==> src/hw/rtl/tbve_pkg.sv <==
// Shared types, constants and the power-of-ten table for the two-button value editor.
// No dependencies; every other file of the block uses this package.
`default_nettype none

package tbve_pkg;

  localparam int NUM_BUTTONS = 2;
  localparam int BTN_W       = $clog2(NUM_BUTTONS);
  localparam int TICKS_W     = 16;
  localparam int WAIT_W      = 14;
  localparam int DIGIT_W     = 4;
  localparam int VALUE_W     = 32;
  localparam int MODE_W      = 2;
  localparam int CFG_IDX_W   = 3;

  localparam logic [BTN_W-1:0] BTN_OK    = BTN_W'(0);
  localparam logic [BTN_W-1:0] BTN_BREAK = BTN_W'(1);

  localparam logic [DIGIT_W-1:0] DIGIT_LAST = DIGIT_W'(9);

  localparam logic [TICKS_W-1:0] CLICK_TICKS_RESET     = TICKS_W'(10);
  localparam logic [TICKS_W-1:0] HOLD_TICKS_RESET      = TICKS_W'(1000);
  localparam logic [WAIT_W-1:0]  RELEASE_TIMEOUT_RESET = WAIT_W'(10000);

  // Configuration register indexes
  localparam logic [CFG_IDX_W-1:0] CFG_CLICK_TICKS     = CFG_IDX_W'(0);
  localparam logic [CFG_IDX_W-1:0] CFG_HOLD_TICKS      = CFG_IDX_W'(1);
  localparam logic [CFG_IDX_W-1:0] CFG_RELEASE_TIMEOUT = CFG_IDX_W'(2);
  localparam logic [CFG_IDX_W-1:0] CFG_DIGIT_LIMIT     = CFG_IDX_W'(3);
  localparam logic [CFG_IDX_W-1:0] CFG_VALUE_MIN       = CFG_IDX_W'(4);
  localparam logic [CFG_IDX_W-1:0] CFG_VALUE_MAX       = CFG_IDX_W'(5);
  localparam logic [CFG_IDX_W-1:0] CFG_START_VALUE     = CFG_IDX_W'(6);

  typedef enum logic [MODE_W-1:0] {
    MODE_MENU     = 2'd0,
    MODE_POSITION = 2'd1,
    MODE_EDIT     = 2'd2
  } mode_t;

  typedef struct packed {
    logic [TICKS_W-1:0]        click_ticks;
    logic [TICKS_W-1:0]        hold_ticks;
    logic [WAIT_W-1:0]         release_timeout;
    logic [DIGIT_W-1:0]        digit_limit;
    logic signed [VALUE_W-1:0] value_min;
    logic signed [VALUE_W-1:0] value_max;
    logic signed [VALUE_W-1:0] start_value;
  } cfg_t;

  // Per-button view after this tick's level update
  typedef struct packed {
    logic pressed;
    logic click;
    logic hold;
  } btn_stat_t;

  typedef struct packed {
    mode_t                     mode;
    logic [DIGIT_W-1:0]        digit;
    logic signed [VALUE_W-1:0] value;
    logic                      go_next;
    logic                      go_previous;
    logic                      go_child;
    logic                      go_parent;
  } res_t;

  // Step size for a digit position; positions past nine use the top entry
  function automatic logic [VALUE_W-1:0] pow10(input logic [DIGIT_W-1:0] d);
    logic [VALUE_W-1:0] p;
    case (d)
      4'd0:    p = 32'd1;
      4'd1:    p = 32'd10;
      4'd2:    p = 32'd100;
      4'd3:    p = 32'd1000;
      4'd4:    p = 32'd10000;
      4'd5:    p = 32'd100000;
      4'd6:    p = 32'd1000000;
      4'd7:    p = 32'd10000000;
      4'd8:    p = 32'd100000000;
      default: p = 32'd1000000000;
    endcase
    return p;
  endfunction

endpackage

`default_nettype wire

==> src/hw/rtl/tbve_if.sv <==
// Handshake channel interfaces of the two-button value editor: tick requests,
// result requests and configuration writes. Widths come from tbve_pkg.
`default_nettype none

interface tbve_tick_if;
  logic valid;
  logic ready;
  logic ok_pressed;
  logic break_pressed;
  logic child_is_editable;

  modport source (output valid, ok_pressed, break_pressed, child_is_editable, input ready);
  modport sink   (input valid, ok_pressed, break_pressed, child_is_editable, output ready);
endinterface

interface tbve_result_if;
  logic                                valid;
  logic                                ready;
  logic [tbve_pkg::MODE_W-1:0]         mode;
  logic [tbve_pkg::DIGIT_W-1:0]        digit_pos;
  logic signed [tbve_pkg::VALUE_W-1:0] edited_value;
  logic                                go_next;
  logic                                go_previous;
  logic                                go_child;
  logic                                go_parent;

  modport source (output valid, mode, digit_pos, edited_value, go_next, go_previous,
                  go_child, go_parent, input ready);
  modport sink   (input valid, mode, digit_pos, edited_value, go_next, go_previous,
                  go_child, go_parent, output ready);
endinterface

interface tbve_cfg_if;
  logic                              valid;
  logic                              ready;
  logic [tbve_pkg::CFG_IDX_W-1:0]    index;
  logic [tbve_pkg::VALUE_W-1:0]      data;

  modport source (output valid, index, data, input ready);
  modport sink   (input valid, index, data, output ready);
endinterface

`default_nettype wire

==> src/hw/rtl/tbve_cfg.sv <==
// Configuration register file of the two-button value editor.
// Depends on tbve_pkg and the tbve_cfg_if interface.
`default_nettype none

module tbve_cfg (
  input  logic           clk,
  input  logic           rst,
  tbve_cfg_if.sink       cfg,
  output tbve_pkg::cfg_t regs
);
  import tbve_pkg::*;

  logic wr;

  assign cfg.ready = 1'b1;
  assign wr = cfg.valid && cfg.ready;

  always_ff @(posedge clk) begin
    if (rst) begin
      regs.click_ticks     <= CLICK_TICKS_RESET;
      regs.hold_ticks      <= HOLD_TICKS_RESET;
      regs.release_timeout <= RELEASE_TIMEOUT_RESET;
      regs.digit_limit     <= '0;
      regs.value_min       <= '0;
      regs.value_max       <= '0;
      regs.start_value     <= '0;
    end else if (wr) begin
      unique case (cfg.index)
        CFG_CLICK_TICKS:     regs.click_ticks     <= cfg.data[TICKS_W-1:0];
        CFG_HOLD_TICKS:      regs.hold_ticks      <= cfg.data[TICKS_W-1:0];
        CFG_RELEASE_TIMEOUT: regs.release_timeout <= cfg.data[WAIT_W-1:0];
        CFG_DIGIT_LIMIT:     regs.digit_limit     <= cfg.data[DIGIT_W-1:0];
        CFG_VALUE_MIN:       regs.value_min       <= $signed(cfg.data);
        CFG_VALUE_MAX:       regs.value_max       <= $signed(cfg.data);
        CFG_START_VALUE:     regs.start_value     <= $signed(cfg.data);
        default: begin
          // unmapped index: drop the write
        end
      endcase
    end
  end

endmodule

`default_nettype wire

==> src/hw/rtl/tbve_btn.sv <==
// One button: saturating press counter and last level, with click and hold detect.
// Depends on tbve_pkg.
`default_nettype none

module tbve_btn #(
  parameter int COUNT_BITS = 16
) (
  input  logic                           clk,
  input  logic                           rst,
  input  logic                           en,
  input  logic                           level,
  input  logic                           clr,
  input  logic [tbve_pkg::TICKS_W-1:0]   click_ticks,
  input  logic [tbve_pkg::TICKS_W-1:0]   hold_ticks,
  output tbve_pkg::btn_stat_t            stat
);
  import tbve_pkg::*;

  localparam int CMP_W = (COUNT_BITS > TICKS_W) ? COUNT_BITS : TICKS_W;

  logic [COUNT_BITS-1:0] count;
  logic [COUNT_BITS-1:0] count_next;
  logic                  pressed;

  // Restart on a new press, saturate at all ones
  always_comb begin
    count_next = count;
    if (level) begin
      if (!pressed) begin
        count_next = COUNT_BITS'(1);
      end else if (!(&count)) begin
        count_next = count + COUNT_BITS'(1);
      end
    end
  end

  assign stat.pressed = level;
  assign stat.click   = !level && (CMP_W'(count_next) >= CMP_W'(click_ticks));
  assign stat.hold    = level && (CMP_W'(count_next) >= CMP_W'(hold_ticks));

  always_ff @(posedge clk) begin
    if (rst) begin
      count   <= '0;
      pressed <= 1'b0;
    end else if (en) begin
      count   <= clr ? '0 : count_next;
      pressed <= level;
    end
  end

endmodule

`default_nettype wire

==> src/hw/rtl/tbve_ctrl.sv <==
// Mode machine, digit and value registers, release wait and navigation pulses.
// Depends on tbve_pkg.
`default_nettype none

module tbve_ctrl (
  input  logic                                      clk,
  input  logic                                      rst,
  input  logic                                      en,
  input  logic                                      child_is_editable,
  input  tbve_pkg::cfg_t                            cfg,
  input  tbve_pkg::btn_stat_t [tbve_pkg::NUM_BUTTONS-1:0] stat,
  output logic [tbve_pkg::NUM_BUTTONS-1:0]          clr,
  output tbve_pkg::res_t                            res
);
  import tbve_pkg::*;

  mode_t                     mode;
  mode_t                     mode_next;
  logic [DIGIT_W-1:0]        digit;
  logic [DIGIT_W-1:0]        digit_up;
  logic [DIGIT_W-1:0]        digit_next;
  logic [DIGIT_W-1:0]        dmax;
  logic signed [VALUE_W-1:0] value;
  logic signed [VALUE_W-1:0] value_ok;
  logic signed [VALUE_W-1:0] value_brk;
  logic signed [VALUE_W-1:0] value_next;
  logic signed [VALUE_W-1:0] vmin;
  logic signed [VALUE_W-1:0] vmax;
  logic signed [VALUE_W:0]   step;
  logic signed [VALUE_W:0]   ok_try;
  logic signed [VALUE_W:0]   brk_try;
  logic                      wait_active;
  logic                      wait_active_next;
  logic [BTN_W-1:0]          wait_button;
  logic [BTN_W-1:0]          wait_button_next;
  logic [WAIT_W-1:0]         wait_count;
  logic [WAIT_W-1:0]         wait_count_next;
  logic [WAIT_W-1:0]         wait_inc;
  logic                      wait_done;
  logic                      ok_click;
  logic                      brk_click;
  logic                      ok_hold;
  logic                      brk_hold;
  logic                      go_next;
  logic                      go_previous;
  logic                      go_child;
  logic                      go_parent;

  assign vmin = $signed(cfg.value_min);
  assign vmax = $signed(cfg.value_max);

  assign wait_inc  = wait_count + WAIT_W'(1);
  assign wait_done = wait_active &&
                     !(stat[wait_button].pressed && (wait_inc < cfg.release_timeout));

  assign ok_click  = !wait_active && stat[BTN_OK].click;
  assign brk_click = !wait_active && stat[BTN_BREAK].click;
  assign ok_hold   = !wait_active && stat[BTN_OK].hold;
  assign brk_hold  = !wait_active && !ok_hold && stat[BTN_BREAK].hold;

  always_comb begin
    clr = '0;
    if (wait_done) clr[wait_button] = 1'b1;
    if (ok_click)  clr[BTN_OK]      = 1'b1;
    if (brk_click) clr[BTN_BREAK]   = 1'b1;
  end

  // Next mode
  always_comb begin
    mode_next = mode;
    if (ok_hold) begin
      unique case (mode)
        MODE_MENU:     if (child_is_editable) mode_next = MODE_POSITION;
        MODE_POSITION: mode_next = MODE_EDIT;
        MODE_EDIT:     mode_next = MODE_POSITION;
        default:       mode_next = mode;
      endcase
    end else if (brk_hold) begin
      unique case (mode)
        MODE_MENU:     mode_next = mode;
        MODE_POSITION: mode_next = MODE_MENU;
        MODE_EDIT:     mode_next = MODE_POSITION;
        default:       mode_next = mode;
      endcase
    end
  end

  // Release wait
  always_comb begin
    wait_active_next = wait_active;
    wait_button_next = wait_button;
    wait_count_next  = wait_active ? wait_inc : wait_count;
    if (wait_done) wait_active_next = 1'b0;
    if (ok_hold || brk_hold) begin
      wait_active_next = 1'b1;
      wait_button_next = ok_hold ? BTN_OK : BTN_BREAK;
      wait_count_next  = '0;
    end
  end

  // Digit, value and pulses
  always_comb begin
    dmax = (cfg.digit_limit > DIGIT_LAST) ? DIGIT_LAST : cfg.digit_limit;
    step = $signed({1'b0, pow10(digit)});

    digit_up = digit;
    if (ok_click && (mode == MODE_POSITION) && (digit < dmax)) begin
      digit_up = digit + DIGIT_W'(1);
    end
    digit_next = digit_up;
    if (brk_click && (mode == MODE_POSITION) && (digit_up != '0)) begin
      digit_next = digit_up - DIGIT_W'(1);
    end

    ok_try   = (value < vmax) ? ({value[VALUE_W-1], value} + step)
                              : {value[VALUE_W-1], value};
    value_ok = value;
    if (ok_click && (mode == MODE_EDIT)) begin
      if ((ok_try > $signed({vmax[VALUE_W-1], vmax})) ||
          (ok_try < $signed({vmin[VALUE_W-1], vmin}))) begin
        value_ok = vmax;
      end else begin
        value_ok = ok_try[VALUE_W-1:0];
      end
    end

    brk_try   = (value_ok > vmin) ? ({value_ok[VALUE_W-1], value_ok} - step)
                                  : {value_ok[VALUE_W-1], value_ok};
    value_brk = value_ok;
    if (brk_click && (mode == MODE_EDIT)) begin
      if ((brk_try > $signed({vmax[VALUE_W-1], vmax})) ||
          (brk_try < $signed({vmin[VALUE_W-1], vmin}))) begin
        value_brk = vmin;
      end else begin
        value_brk = brk_try[VALUE_W-1:0];
      end
    end

    value_next = value_brk;
    if (ok_hold && (mode == MODE_MENU) && child_is_editable) begin
      value_next = $signed(cfg.start_value);
    end

    go_next     = ok_click && (mode == MODE_MENU);
    go_previous = brk_click && (mode == MODE_MENU);
    go_child    = ok_hold && (mode == MODE_MENU) && !child_is_editable;
    go_parent   = brk_hold && (mode == MODE_MENU);
  end

  assign res.mode        = mode_next;
  assign res.digit       = digit_next;
  assign res.value       = value_next;
  assign res.go_next     = go_next;
  assign res.go_previous = go_previous;
  assign res.go_child    = go_child;
  assign res.go_parent   = go_parent;

  always_ff @(posedge clk) begin
    if (rst) begin
      mode        <= MODE_MENU;
      digit       <= '0;
      value       <= '0;
      wait_active <= 1'b0;
      wait_button <= '0;
      wait_count  <= '0;
    end else if (en) begin
      mode        <= mode_next;
      digit       <= digit_next;
      value       <= value_next;
      wait_active <= wait_active_next;
      wait_button <= wait_button_next;
      wait_count  <= wait_count_next;
    end
  end

endmodule

`default_nettype wire

==> src/hw/rtl/two_button_value_editor.sv <==
// Two-button value editor, top level: input register, per-button counters,
// mode machine and result register. Depends on tbve_pkg, tbve_if, tbve_cfg,
// tbve_btn and tbve_ctrl.
`default_nettype none

// Each tick request carries the OK and BREAK button levels sampled on one
// 1 ms tick plus the child_is_editable flag of the current menu item. The
// block answers every tick with exactly one result request: the mode after
// the tick (menu, digit position, digit edit), the digit position, the edited
// value and the four navigation pulses. Throughput is one tick per clock
// cycle while the result side takes its results. A tick passes through the
// input register, then the result register fed by the single pass through
// the counters and the mode machine. The result register decouples the two
// sides, so a new tick is taken into an empty input register while a
// finished result still waits, and ticks keep flowing as long as the result
// side takes one per cycle. Configuration writes go to cfg at any time the
// block is idle; ready on that channel is always high and writes to unmapped
// indexes are dropped. COUNT_BITS sets the width of the saturating press
// counters.

module two_button_value_editor #(
  parameter int COUNT_BITS = 16
) (
  input  logic          clk,
  input  logic          rst,
  tbve_tick_if.sink     tick,
  tbve_result_if.source result,
  tbve_cfg_if.sink      cfg
);
  import tbve_pkg::*;

  cfg_t                          regs;
  btn_stat_t [NUM_BUTTONS-1:0]   stat;
  logic [NUM_BUTTONS-1:0]        clr;
  logic [NUM_BUTTONS-1:0]        level;
  res_t                          res;

  logic s1_valid;
  logic s1_ok;
  logic s1_brk;
  logic s1_child;
  logic adv;

  logic out_valid;
  res_t out_res;

  // Advance the registered tick whenever the result register is free or drains
  assign adv        = s1_valid && (!out_valid || result.ready);
  assign tick.ready = !s1_valid || adv;

  always_ff @(posedge clk) begin
    if (rst) begin
      s1_valid <= 1'b0;
    end else if (tick.ready) begin
      s1_valid <= tick.valid;
    end
  end

  // Capture the request payload
  always_ff @(posedge clk) begin
    if (tick.valid && tick.ready) begin
      s1_ok    <= tick.ok_pressed;
      s1_brk   <= tick.break_pressed;
      s1_child <= tick.child_is_editable;
    end
  end

  tbve_cfg u_cfg (
    .clk  (clk),
    .rst  (rst),
    .cfg  (cfg),
    .regs (regs)
  );

  assign level[BTN_OK]    = s1_ok;
  assign level[BTN_BREAK] = s1_brk;

  // One counter per button
  for (genvar b = 0; b < NUM_BUTTONS; b++) begin : g_btn
    tbve_btn #(
      .COUNT_BITS (COUNT_BITS)
    ) u_btn (
      .clk         (clk),
      .rst         (rst),
      .en          (adv),
      .level       (level[b]),
      .clr         (clr[b]),
      .click_ticks (regs.click_ticks),
      .hold_ticks  (regs.hold_ticks),
      .stat        (stat[b])
    );
  end

  tbve_ctrl u_ctrl (
    .clk               (clk),
    .rst               (rst),
    .en                (adv),
    .child_is_editable (s1_child),
    .cfg               (regs),
    .stat              (stat),
    .clr               (clr),
    .res               (res)
  );

  // Result register: load on advance, drop once taken
  always_ff @(posedge clk) begin
    if (rst) begin
      out_valid <= 1'b0;
    end else if (adv) begin
      out_valid <= 1'b1;
    end else if (result.ready) begin
      out_valid <= 1'b0;
    end
  end

  always_ff @(posedge clk) begin
    if (adv) begin
      out_res <= res;
    end
  end

  assign result.valid          = out_valid;
  assign result.mode           = out_res.mode;
  assign result.digit_pos      = out_res.digit;
  assign result.edited_value   = out_res.value;
  assign result.go_next        = out_res.go_next;
  assign result.go_previous    = out_res.go_previous;
  assign result.go_child       = out_res.go_child;
  assign result.go_parent      = out_res.go_parent;

endmodule

`default_nettype wire

==> src/flat_wrapper.sv <==
// flat-port wrapper written by rule: the top's interface ports become plain ports
module two_button_value_editor_flat import tbve_pkg::*;
#(
  parameter int COUNT_BITS = 16
)
  (clk, rst, tick_valid, tick_ok_pressed, tick_break_pressed, tick_child_is_editable, tick_ready, result_valid, result_mode, result_digit_pos, result_edited_value, result_go_next, result_go_previous, result_go_child, result_go_parent, result_ready, cfg_valid, cfg_index, cfg_data, cfg_ready);
  tbve_tick_if tick_i ();
  tbve_result_if result_i ();
  tbve_cfg_if cfg_i ();
  input  logic clk;
  input  logic rst;
  input wire logic [$bits(tick_i.valid)-1:0] tick_valid;
  input wire logic [$bits(tick_i.ok_pressed)-1:0] tick_ok_pressed;
  input wire logic [$bits(tick_i.break_pressed)-1:0] tick_break_pressed;
  input wire logic [$bits(tick_i.child_is_editable)-1:0] tick_child_is_editable;
  output wire logic [$bits(tick_i.ready)-1:0] tick_ready;
  output wire logic [$bits(result_i.valid)-1:0] result_valid;
  output wire logic [$bits(result_i.mode)-1:0] result_mode;
  output wire logic [$bits(result_i.digit_pos)-1:0] result_digit_pos;
  output wire logic [$bits(result_i.edited_value)-1:0] result_edited_value;
  output wire logic [$bits(result_i.go_next)-1:0] result_go_next;
  output wire logic [$bits(result_i.go_previous)-1:0] result_go_previous;
  output wire logic [$bits(result_i.go_child)-1:0] result_go_child;
  output wire logic [$bits(result_i.go_parent)-1:0] result_go_parent;
  input wire logic [$bits(result_i.ready)-1:0] result_ready;
  input wire logic [$bits(cfg_i.valid)-1:0] cfg_valid;
  input wire logic [$bits(cfg_i.index)-1:0] cfg_index;
  input wire logic [$bits(cfg_i.data)-1:0] cfg_data;
  output wire logic [$bits(cfg_i.ready)-1:0] cfg_ready;
  assign tick_i.valid = tick_valid;
  assign tick_i.ok_pressed = tick_ok_pressed;
  assign tick_i.break_pressed = tick_break_pressed;
  assign tick_i.child_is_editable = tick_child_is_editable;
  assign tick_ready = tick_i.ready;
  assign result_valid = result_i.valid;
  assign result_mode = result_i.mode;
  assign result_digit_pos = result_i.digit_pos;
  assign result_edited_value = result_i.edited_value;
  assign result_go_next = result_i.go_next;
  assign result_go_previous = result_i.go_previous;
  assign result_go_child = result_i.go_child;
  assign result_go_parent = result_i.go_parent;
  assign result_i.ready = result_ready;
  assign cfg_i.valid = cfg_valid;
  assign cfg_i.index = cfg_index;
  assign cfg_i.data = cfg_data;
  assign cfg_ready = cfg_i.ready;
  two_button_value_editor #(.COUNT_BITS(COUNT_BITS)) u_core (.clk(clk), .rst(rst), .tick(tick_i), .result(result_i), .cfg(cfg_i));
endmodule
==> config.mk <==
export PLATFORM = sky130hd
export DESIGN_NAME = two_button_value_editor_flat
export DESIGN_NICKNAME = d
export VERILOG_FILES = /design/src/hw/rtl/tbve_pkg.sv /design/src/hw/rtl/tbve_if.sv /design/src/hw/rtl/tbve_cfg.sv /design/src/hw/rtl/tbve_btn.sv /design/src/hw/rtl/tbve_ctrl.sv /design/src/hw/rtl/two_button_value_editor.sv /design/src/flat_wrapper.sv
export SDC_FILE = /design/constraint.sdc
export NUM_CORES = 1
export LEC_CHECK = 0
export ABC_AREA = 1
export ABC_CLOCK_PERIOD_IN_PS = 11920
export CORE_ASPECT_RATIO = 1.75
export CORE_UTILIZATION = 60
export CTS_CLUSTER_SIZE = 25
export DETAILED_ROUTE_END_ITERATION = 6
export DONT_BUFFER_PORTS = 1
export PLACE_DENSITY = 0.76
export SLEW_MARGIN = 10
export SYNTH_ARGS = -nofsm -noshare
export SYNTH_HDL_FRONTEND = slang
export SYNTH_SLANG_ARGS = --single-unit
export TNS_END_PERCENT = 30
==> constraint.sdc <==
create_clock -name clk -period 11.92 [get_ports clk]
set_clock_uncertainty 0.15 [all_clocks]
set_input_delay 0.596 -clock clk [delete_from_list [all_inputs] [get_ports clk]]
set_output_delay 0.596 -clock clk [all_outputs]
set_load 0.005 [all_outputs]
==> results.md, run 1 <==
- HPWL after DPL: 80070 µm
- First error: [ERROR GRT-0116] Global routing finished with congestion. Check the congestion regions in the DRC Viewer.
- Share of the synthesized area in the top cell type: 0.2176
- CTS Buffer Depth: 3
- Seq/Total Area, Yosys: 0.2743
- Avg Cell Area, Syn: 7.093 µm²
- Effective utilization at floorplan: 0.6086
- First-pass GRT wire length: 179300 µm
- Net count after synthesis: 3748
- Global-route usage over all layers: 0.5968
- Port bufs: 0
- Status: aborted with a tool error
- FP Rows: 96
- Leading area contributor after synthesis: dfxtp_1
- Stopped at: global routing (5_1_grt)
- Gr ovfl total: 153
- Top cells by area, synth: dfxtp_1 (22%), ha_1 (18%), nand2_1 (9.7%)
- Sink Count: 304
- Die W: 152.7 µm
- Vert. Die Dim: 265.7 µm
- Post-synth ARST share: 0
- Largest net degree at the start of global routing: 120
- Synth Cell Area: 23830 µm²
- Yosys cell types: 64
- Post-synth EDFFs: 45
- Post-Place Cells: 3865
- Vias in the first global route: 26980
- Number of buffers created by CTS: 34
- IO Count: 88
- Synth Warn #: 0
- Clock Tree Root: clkbuf_16
- Gate count after technology mapping: 3360
- Flops & latches, synth: 304
- Htree depth: 2
- Routability Congestion: 1.198
- Pre-CTS WS: 0.2277 ns
- Top_reg_cell synth: dfxtp_1
-- stage by stage --
stage               hold slack (ns)  area, µm²
floorplan                    0.2797      23830
global placement             0.2925      24930
detailed placement           0.3028      24930
CTS                        0.002075      26240
-- cell families after synthesis --
| kind of cell | synth area share |
|---|---|
| compound gates | 0.2094 |
| xor+xnor | 0.02756 |
| fa+ha+maj | 0.1818 |
| buf+inv | 0.09602 |
| flops | 0.2743 |
| mux | 0.0005774 |
| other cells | 0.0001573 |
| simple gates | 0.2103 |
-- routing by layer --
metal,overflow,track usage
met1,1,0.5613
met2,79,0.9003
met3,2,0.2801
met4,71,0.6869
met5,0,0
-- cell usage after synthesis, types with 8 or more instances --
cell type / instances
o211ai_1: 37
buf_4: 8
nand2_1: 619
a21oi_1: 375
o21a_1: 21
nand4_1: 70
nor3_1: 35
clkbuf_1: 75
nand3_1: 137
xor2_1: 45
inv_1: 454
o221ai_1: 8
nor2_1: 255
ha_1: 343
o21ai_2: 14
dfxtp_1: 259
a22oi_1: 11
edfxtp_1: 45
a21boi_1: 9
o21ai_0: 279
o21ai_1: 49
buf_2: 20
a211oi_1: 16
nor4_1: 18
o22ai_2: 10
xnor2_1: 30
-- what timing repair did --
action | CTS
setup buffers | 0
resized for setup | 0
hold buffers | 7
hold endpoints to repair | 24
==> inputs of run 2 (changes only) <==
--- a/config.mk
+++ b/config.mk
@@ -7,12 +7,10 @@
 export LEC_CHECK = 0
 export ABC_AREA = 1
 export ABC_CLOCK_PERIOD_IN_PS = 11920
-export CORE_ASPECT_RATIO = 1.75
-export CORE_UTILIZATION = 60
-export CTS_CLUSTER_SIZE = 25
+export CORE_UTILIZATION = 40
 export DETAILED_ROUTE_END_ITERATION = 6
 export DONT_BUFFER_PORTS = 1
-export PLACE_DENSITY = 0.76
+export PLACE_DENSITY_LB_ADDON = 0.15
 export SLEW_MARGIN = 10
 export SYNTH_ARGS = -nofsm -noshare
 export SYNTH_HDL_FRONTEND = slang
==> results.md, run 2 <==
- Crit path launch: u_core.u_cfg.regs[63]$_SDFFE_PP0P_
- Max-slew violations: 0
- Leakage Power: 11.94 nW
- Post-synth ARST share: 0
- IO Count: 88
- R2r endpoint: u_core.result.edited_value[22]$_DFFE_PP_
- Startpoint Class: register
- Arrival @ worst endpoint: 11.41 ns
- Largest stage delay on the critical path: 0.50 ns
- # diodes: 0
- Critical path class: reg -> reg
- Hold Path Class: in -> reg
- Gate count after technology mapping: 3360
- VDD IR-drop max: 0.0001105 V
- Hold Path Sink: u_core.u_cfg.regs[8]$_SDFFE_PP0P_
- Gr ovfl total: 0
- Area of the multi-input gates: 15130 µm²
- Commonest cells after routing, fill and taps aside: nand2_1 (618), inv_1 (451), a21oi_1 (374)
- CP dominant cell by count: nand2_1
- Violated checks: DRC
- RR Startpoint: u_core.u_cfg.regs[63]$_SDFFE_PP0P_
- Share of power burned in combinational logic: 0.470
- Sink Count: 304
- Max-Cap Viols: 0
- Synth Warn #: 0
- Area after DPL: 24790 µm²
- Share of the synthesized area in the top cell type: 0.2176
- Top-count cell post-synth: nand2_1
- HPWL after DPL: 69420 µm
- Total routed wirelength: 90520 µm
- Largest net degree at the start of global routing: 82
- Slowest-stage cell, CP: o221ai_1
- Top reg by flops: u_core.u_cfg.regs
- Initial antenna violation count: 4
- Clock power frac: 0.267
- Avg Vias per Cell: 5.593
- Detailed Routing Iterations Pass 1: 7
- Fin util: 0.4489
- Status: finished, violations left
- Max FFs per register: 146
- Detail Route Antenna Nets: 0
- Synth cell count leaders: nand2_1 (619), inv_1 (454), a21oi_1 (375), ha_1 (343), o21ai_0 (279)
- Fill count: 6035
- Global-route usage over all layers: 0.2967
- Area Growth Syn to Fin: 10.96%
- Clock Latency Late Sink: 0.59 ns
- Number of buffers created by CTS: 38
- Seq/Total Area, Yosys: 0.2743
- Storage cell area: 6536 µm²
- CTS Buffer Depth: 3
- Initial DRC count: 1973
- Routed wire per std cell: 21.63 µm
- First-pass GRT wire length: 136100 µm
- Power density over the cells: 162.8 nW/µm²
- Nets: 3772
- Sw power: 1.872 mW
- Flops & latches, synth: 304
- Finished layout cell area: 26440 µm²
- Switching Share: 0.4350
- Drt drc: 8
- Internal power: 2.432 mW
- Reg-to-reg slack, setup: 0.68 ns
- Die W: 246.1 µm
- Routability Congestion: 1.033
- Pre-CTS WS: -0.8645 ns
- Hold_sp: cfg_data[8]
- Fin worst setup slack: 0.6833 ns
- Flop pwr share: 0.263
- Post-Route Setup TNS: 0 ns
- Top_reg_cell synth: dfxtp_1
- Post-synth EDFFs: 45
- FP Rows: 89
- Share of cells above drive strength 1: 0.06477
- Final critical-path share of the clock period: 0.9427
- Die footprint: 60560 µm²
- Synth Cell Area: 23830 µm²
- Crit path max fanout: 32
- CP required: 12.09 ns
- Critical path endpoint category: register
- Most common cell after layout, fill and taps aside: nand2_1
- # setup viols final: 0
- Clock Tree Root: clkbuf_16
- Vert. Die Dim: 246.1 µm
- Hold depth: 2
- Net count after synthesis: 3748
- Vias in the first global route: 22420
- Worst-path clk slew: 0.06 ns
- Tightest Pin Transition: 1.283 ns
- Final Hold Fails: 0
- Depth of the most critical reg-to-reg path: 58
- Port bufs: 0
- Leading area contributor after synthesis: dfxtp_1
- Avg Cell Area, Syn: 7.093 µm²
- Relative slew margins: 0.1439
- Top cells by area, synth: dfxtp_1 (22%), ha_1 (18%), nand2_1 (9.7%)
- Via Count: 23410
- TritonCTS clock tree: built
- Yosys cell types: 64
- Effective utilization at floorplan: 0.4046
- Htree depth: 2
- Final min period: 11.24 ns
- Core footprint: 58910 µm²
- Fmax: 0.08899 GHz
[run 2: cells by family after synthesis]
group	Yosys count	synth area share
other cells	1	0.0001573
mux	1	0.0005774
compound gates	882	0.2094
simple gates	1175	0.2103
xor+xnor	75	0.02756
buf+inv	577	0.09602
fa+ha+maj	345	0.1818
flops	304	0.2743
[run 2: repair_timing]
action,4_1_cts,5_1_grt
hold buffers,26,0
cloned,1,0
hold endpoints to repair,76,0
setup endpoints to repair,64,64
resized for setup,9,27
setup buffers,3,5
pin swaps,0,3
[run 2: worst max-delay path by stage]
stage,cells after the start,slack (ns),to
after floorplan,61,3.09,u_core.result.edited_value[1]$_DFFE_PP_
after global placement,56,-0.91,u_core.result.edited_value[12]$_DFFE_PP_
after detailed placement,57,-0.86,u_core.result.edited_value[1]$_DFFE_PP_
after CTS,56,0.04,u_core.result.edited_value[22]$_DFFE_PP_
after global routing,64,-0.02,u_core.u_ctrl.value[25]$_SDFFE_PP0P_
final,58,0.68,u_core.result.edited_value[22]$_DFFE_PP_
[run 2: layout make-up]
type	instances	share of cell area
clock inverter	14	0.004590
sequential	304	0.2472
multi-input combinational	2479	0.5721
clock buffer	54	0.04088
tap	773	0.03657
timing repair buffer	99	0.03260
timing repair inverter	1	0.0002839
inverter	461	0.06582
[run 2: layer usage]
| metal | up-vias | GRT usage | routed length [µm] |
|---|---|---|---|
| li1 | 11460 | - | - |
| met3 | 154 | 0.04118 | 6215 |
| met5 | - | 0 | 27 |
| met2 | 811 | 0.4775 | 40450 |
| met1 | 10970 | 0.3981 | 40370 |
| met4 | 4 | 0.1158 | 3455 |
[run 2: power groups by stage]
stage	clock [mW]	sequential, mW	combinational, mW
2_1_floorplan	0	1.13	1.30
3_3_place_gp	0	1.15	1.88
3_5_place_dp	0	1.15	1.90
4_1_cts	1.17	1.13	1.94
5_1_grt	1.21	1.14	2.20
6_report	1.15	1.13	2.02
[run 2: through the flow]
stage	hold slack (ns)	std cells	power (mW)
finish	0.01226	4185	4.304
global route	0.007603	4185	4.552
CTS	0.0002442	4180	4.239
detailed placement	0.2962	4082	3.048
global placement	0.2924	4082	3.037
floorplan	0.2797	3360	2.432
[run 2: worst max-delay path, delay by kind of cell, from the launching register on]
kind,cells,cell delay [ns]
buffers and inverters,11,1.85
flip-flops,1,0.36
adder cells (fa/ha/maj),4,1.43
AO/OA/AOI/OAI,16,2.86
AND/OR/NAND/NOR,27,4.27
(Power assumes the default switching activity.)
==> inputs of run 3 (changes only) <==
--- a/config.mk
+++ b/config.mk
@@ -5,7 +5,6 @@
 export SDC_FILE = /design/constraint.sdc
 export NUM_CORES = 1
 export LEC_CHECK = 0
-export ABC_AREA = 1
 export ABC_CLOCK_PERIOD_IN_PS = 11920
 export CORE_UTILIZATION = 40
 export DETAILED_ROUTE_END_ITERATION = 6
==> results.md, run 3 <==
- Clock Tree Root: clkbuf_16
- Clock Latency Late Sink: 0.59 ns
- Critical path destination: u_core.result.edited_value[19]$_DFFE_PP_
- HPWL after DPL: 73650 µm
- Arrival @ worst endpoint: 11.59 ns
- Reg-to-reg slack, setup: 0.47 ns
- CTS Buffer Depth: 3
- CP required: 12.06 ns
- # setup viols final: 0
- Largest net degree at the start of global routing: 80
- Max FFs per register: 146
- Sink Count: 304
- Hold Path Class: in -> reg
- Final Hold Fails: 0
- Pwr Total: 3.496 mW
- Yosys cell types: 102
- Largest stage delay on the critical path: 0.51 ns
- Critical path class: reg -> reg
- First-pass GRT wire length: 141300 µm
- Core footprint: 59130 µm²
- Seq/Total Area, Yosys: 0.2722
- Global-route usage over all layers: 0.3082
- Htree depth: 2
- Routability Congestion: 1.009
- Final critical-path share of the clock period: 0.9607
- Die footprint: 61010 µm²
- Crit path launch: u_core.u_ctrl.value[16]$_SDFFE_PP0P_
- Top-count cell post-synth: nand2_1
- Vert. Die Dim: 247 µm
- Worst-path clk slew: 0.06 ns
- Power density over the cells: 125.5 nW/µm²
- Gr ovfl total: 0
- Top cells by area, synth: dfxtp_1 (22%), ha_1 (18%), nand2_1 (7.5%)
- R2r endpoint: u_core.result.edited_value[19]$_DFFE_PP_
- Startpoint Class: register
- Area Growth Syn to Fin: 15.98%
- IO Count: 88
- Sum of buffers and inverters on the critical path: 2
- Flops & latches, synth: 304
- Synth cell count leaders: nand2_1 (481), ha_1 (343), a21oi_1 (319), dfxtp_1 (259), nor2_1 (211)
- TritonCTS clock tree: built
- Gate count after technology mapping: 3023
- Post-synth EDFFs: 45
- Initial DRC count: 1955
- Commonest cells after routing, fill and taps aside: nand2_1 (481), ha_1 (343), a21oi_1 (316)
- Tightest Pin Transition: 1.141 ns
- Total routed wirelength: 94720 µm
- Top reg by flops: u_core.u_cfg.regs
- Port bufs: 0
- Nets: 3546
- Detail Route Antenna Nets: 0
- Net count after synthesis: 3411
- Fin worst setup slack: 0.4689 ns
- CP delay by family, top: compound AO/OA/AOI/OAI gates
- Die W: 247 µm
- Avg Cell Area, Syn: 7.943 µm²
- Leakage Power: 12.11 nW
- Avg Vias per Cell: 5.980
- Via Count: 23700
- Final min period: 11.45 ns
- RSZ-0062 raised after global routing: no
- Routed wire per std cell: 23.90 µm
- Top_reg_cell synth: dfxtp_1
- Slowest-stage cell, CP: a221oi_1
- Relative slew margins: 0.2349
- FP Rows: 89
- Max-slew violations: 0
- Detailed Routing Iterations Pass 1: 6
- Status: completed
- Share of cells above drive strength 1: 0.1092
- Post-synth ARST share: 0
- RR Startpoint: u_core.u_ctrl.value[16]$_SDFFE_PP0P_
- Vias in the first global route: 22570
- Drt drc: 0
- Max-Cap Viols: 0
- Post-Route Setup TNS: 0 ns
- Effective utilization at floorplan: 0.4061
- Initial antenna violation count: 2
- Leading area contributor after synthesis: dfxtp_1
- Pre-CTS WS: 0.006641 ns
- Number of buffers created by CTS: 39
- Critical path depth in cells: 45
- Critical path endpoint category: register
- Most common cell after layout, fill and taps aside: nand2_1
- Depth of the most critical reg-to-reg path: 45
- VDD IR-drop max: 0.0001089 V
- Fmax: 0.08733 GHz
- Share of the synthesized area in the top cell type: 0.2159
- Crit path max fanout: 12
- Synth Warn #: 0
- Synth Cell Area: 24010 µm²
==> run 3: cell types whose count changed after synthesis, moves of 44 or more <==
cell | before | now
nor2_1 | 255 | 211
inv_1 | 454 | 180
nand3_1 | 137 | 91
a21o_1 | 6 | 82
a21oi_1 | 375 | 319
nand2_1 | 619 | 481
o21ai_0 | 279 | 104
==> run 3: per-stage QoR <==
step | instances | area (µm²) | hold WS [ns] | util
2_1_floorplan | 3023 | 24010 | 0.2812 | -
3_3_place_gp | 3833 | 25770 | 0.2889 | 0.4358
3_5_place_dp | 3833 | 25770 | 0.2949 | 0.4358
4_1_cts | 3947 | 27610 | 0.00003436 | 0.4670
5_1_grt | 3963 | 27850 | 0.01127 | 0.4709
6_report | 3963 | 27850 | 0.02067 | 0.4709
==> run 3: report_power, final <==
part / switching [mW] / internal [mW]
Sequential: 0.0226 / 1.06
Combinational: 0.674 / 0.468
Clock: 0.520 / 0.749
Total: 1.22 / 2.28
==> run 3: cell type report <==
| type | count | area [µm²] |
|---|---|---|
| inverter | 182 | 684.4 |
| tap | 773 | 967.2 |
| fill | 5815 | 31280 |
| sequential | 304 | 6536 |
| multi-input combinational | 2417 | 16460 |
| timing repair buffer | 214 | 1824 |
| antenna | 2 | 5.005 |
| clock inverter | 20 | 270.3 |
| clock buffer | 51 | 1102 |
==> run 3: how the worst min path moves through the flow <==
stage,to,slack [ns],cells past startpoint,start
CTS,u_core.u_cfg.regs[3]$_SDFFE_PP0P_,0.00003,2,cfg_data[3]
global route,u_core.u_cfg.regs[3]$_SDFFE_PP0P_,0.01,2,cfg_data[3]
finish,u_core.u_cfg.regs[98]$_SDFFE_PP0P_,0.02,2,cfg_data[2]
detailed placement,u_core.u_cfg.regs[116]$_SDFFE_PP0P_,0.29,2,u_core.u_cfg.regs[116]$_SDFFE_PP0P_
global placement,u_core.u_cfg.regs[11]$_SDFFE_PP0P_,0.29,2,u_core.u_cfg.regs[11]$_SDFFE_PP0P_
floorplan,u_core.u_cfg.regs[11]$_SDFFE_PP0P_,0.28,2,u_core.u_cfg.regs[11]$_SDFFE_PP0P_
==> run 3: what timing repair did <==
item / CTS / global route
endpoints found under the hold margin: 145 / 0
endpoints found under the setup margin: 5 / 64
pin swaps: 0 / 6
buffers inserted: 0 / 14
gates resized for setup: 1 / 25
hold buffers: 43 / 0
==> run 3: per-layer routing <==
metal / global-route usage / vias up / part of all wire
met5: 0 / - / 0
met4: 0.1093 / 0 / 0.038
met3: 0.04254 / 151 / 0.065
met2: 0.4867 / 869 / 0.44
met1: 0.4256 / 11400 / 0.46
li1: - / 11280 / -
==> run 3: logic make-up (layout without fill, tap and decap cells) <==
group / Yosys count / count (layout) / share of synthesized area
AO/OA/AOI/OAI: 878 / 878 / 0.2445
multiplexers: 47 / 47 / 0.02095
adder cells (fa/ha/maj): 345 / 345 / 0.1804
buffers and inverters: 302 / 467 / 0.04888
other: 1 / 3 / 0.0001562
flip-flops: 304 / 304 / 0.2722
XOR/XNOR: 84 / 84 / 0.03095
AND/OR/NAND/NOR: 1062 / 1062 / 0.2019
==> inputs of run 4 (changes only) <==
--- a/config.mk
+++ b/config.mk
@@ -5,7 +5,7 @@
 export SDC_FILE = /design/constraint.sdc
 export NUM_CORES = 1
 export LEC_CHECK = 0
-export ABC_CLOCK_PERIOD_IN_PS = 11920
+export ABC_CLOCK_PERIOD_IN_PS = 13700
 export CORE_UTILIZATION = 40
 export DETAILED_ROUTE_END_ITERATION = 6
 export DONT_BUFFER_PORTS = 1
==> constraint.sdc (replaced) <==
create_clock -name clk -period 13.7 [get_ports clk]
set_clock_uncertainty 0.15 [all_clocks]
set_input_delay 0.685 -clock clk [delete_from_list [all_inputs] [get_ports clk]]
set_output_delay 0.685 -clock clk [all_outputs]
set_load 0.005 [all_outputs]
==> results.md, run 4 (synthesis results as in run 3) <==
- Arrival @ worst endpoint: 13.01 ns
- Fill count: 5880
- Final critical-path share of the clock period: 0.9390
- Fmax: 0.07774 GHz
- Internal power: 1.813 mW
- Vias in the first global route: 21970
- Via Count: 22960
- Nets: 3391
- Die footprint: 61010 µm²
- Critical path endpoint category: register
- Detail Route Antenna Nets: 0
- IO Count: 88
- Critical path class: reg -> reg
- Vert. Die Dim: 247 µm
- Avg Vias per Cell: 6.037
- Post-Route Setup TNS: 0 ns
- Final min period: 12.86 ns
- Critical path destination: u_core.result.edited_value[24]$_DFFE_PP_
- Clock Latency Late Sink: 0.57 ns
- Most common cell after layout, fill and taps aside: nand2_1
- # setup viols final: 0
- CP dominant cell by count: ha_1
- Clock Tree Root: clkbuf_16
- Top reg by flops: u_core.u_cfg.regs
- Max FFs per register: 146
- Relative slew margins: 0.2066
- Drt drc: 0
- Flop pwr share: 0.335
- Total routed wirelength: 93910 µm
- Depth of the most critical reg-to-reg path: 45
- Share of cells above drive strength 1: 0.07030
- Port bufs: 0
- Routed wire per std cell: 24.69 µm
- Tightest Pin Transition: 1.184 ns
- Clock power frac: 0.357
- Worst-path clk slew: 0.06 ns
- Max-slew violations: 0
- TritonCTS clock tree: built
- Crit path launch: u_core.u_ctrl.value[0]$_SDFFE_PP0P_
- Share of power burned in combinational logic: 0.308
- Fin worst setup slack: 0.8359 ns
- Leakage Power: 11.23 nW
- Commonest cells after routing, fill and taps aside: nand2_1 (481), ha_1 (343), a21oi_1 (318)
- Startpoint Class: register
- Sw power: 1.010 mW
- Pre-CTS WS: 0.4294 ns
- Number of buffers created by CTS: 37
- HPWL after DPL: 73620 µm
- CTS Buffer Depth: 3
- Final Hold Fails: 0
- Slowest-stage cell, CP: dfxtp_1
- Switching Share: 0.3579
- Routability Congestion: 0.9598
- Crit path max fanout: 25
- Gr ovfl total: 0
- First-pass GRT wire length: 139300 µm
- # diodes: 0
- Largest net degree at the start of global routing: 166
- Effective utilization at floorplan: 0.4061
- Hold_sp: tick_child_is_editable
- Hold_ws: 0.06216 ns
- Die W: 247 µm
- RR Startpoint: u_core.u_ctrl.value[0]$_SDFFE_PP0P_
- Initial antenna violation count: 0
- Htree depth: 2
- Finished layout cell area: 26250 µm²
- R2r endpoint: u_core.result.edited_value[24]$_DFFE_PP_
- CTS Hold Bufs: 0
- Detailed Routing Iterations Pass 1: 5
- CP required: 13.85 ns
- Largest stage delay on the critical path: 0.54 ns
- Sink Count: 304
- Status: completed
- Pwr Total: 2.823 mW
- Global-route usage over all layers: 0.3050
- RSZ-0062 raised after global routing: no
- Power density over the cells: 107.6 nW/µm²
- Area after DPL: 24980 µm²
- Max-Cap Viols: 0
- Core footprint: 59130 µm²
- Initial DRC count: 1980
- FP Rows: 89
- VDD IR-drop max: 0.00009142 V
- Reg-to-reg slack, setup: 0.84 ns
- Area Growth Syn to Fin: 9.317%
- Hold Path Class: in -> reg
[run 4: cell count changes in the layout (fill, tap and decap cells not counted), moves of 4 or more]
cell and change:
dlygate4sd3_1 -41, buf_12 -4, a211oi_1 +4, clkbuf_1 +4, a211oi_2 -4, buf_4 -106
[run 4: layer usage]
| metal | track usage | share of wire | vias to the layer above |
|---|---|---|---|
| met3 | 0.04971 | 0.068 | 141 |
| met4 | 0.09749 | 0.032 | 0 |
| met2 | 0.4792 | 0.44 | 759 |
| met5 | 0 | 0 | - |
| li1 | - | - | 10960 |
| met1 | 0.4222 | 0.46 | 11100 |
[run 4: power groups by stage]
stage,logic [mW],clock network [mW],registers (mW)
3_3_place_gp,0.842,0,0.964
4_1_cts,0.850,1.03,0.945
3_5_place_dp,0.845,0,0.964
6_report,0.869,1.01,0.945
2_1_floorplan,0.584,0,0.954
5_1_grt,0.940,1.06,0.947
[run 4: worst min path at each step]
stage	slack [ns]	depth (start not counted)	end
final	0.06	0	u_core.s1_child$_DFFE_PP_
after floorplan	0.28	2	u_core.u_cfg.regs[11]$_SDFFE_PP0P_
after global placement	0.29	2	u_core.u_cfg.regs[11]$_SDFFE_PP0P_
after detailed placement	0.29	2	u_core.u_cfg.regs[11]$_SDFFE_PP0P_
after global routing	0.04	0	u_core.s1_ok$_DFFE_PP_
after CTS	0.01	1	u_core.u_cfg.regs[130]$_SDFFE_PP0P_
[run 4: final cells by class]
class | count | area [µm²] | area share
Inverter | 182 | 684.4 | 0.02607
Timing Repair Buffer | 61 | 483.0 | 0.01840
Clock inverter | 13 | 132.6 | 0.005053
Tap cell | 773 | 967.2 | 0.03685
Multi-Input combinational cell | 2417 | 16350 | 0.6231
Clock buffer | 53 | 1090 | 0.04152
Sequential cell | 304 | 6536 | 0.2490
[run 4: through the flow]
stage / cells / util
CTS: 3801 / 0.4432
detailed placement: 3735 / 0.4225
global placement: 3735 / 0.4225
global route: 3803 / 0.4439
finish: 3803 / 0.4439
floorplan: 3023 / -
[run 4: worst max-delay path: cells and delay by family, from the launching register on]
family | cells | cell delay (ns)
buf+inv | 4 | 0.69
fa+ha+maj | 5 | 1.86
compound gates | 21 | 5.81
xor+xnor | 2 | 0.47
flops | 1 | 0.54
simple gates | 13 | 3.03
[run 4: timing repair]
action | 4_1_cts | 5_1_grt
setup buffers | 0 | 2
setup endpoints to repair | 0 | 64
gates resized for setup | 0 | 4
endpoints found under the hold margin | 0 | 0
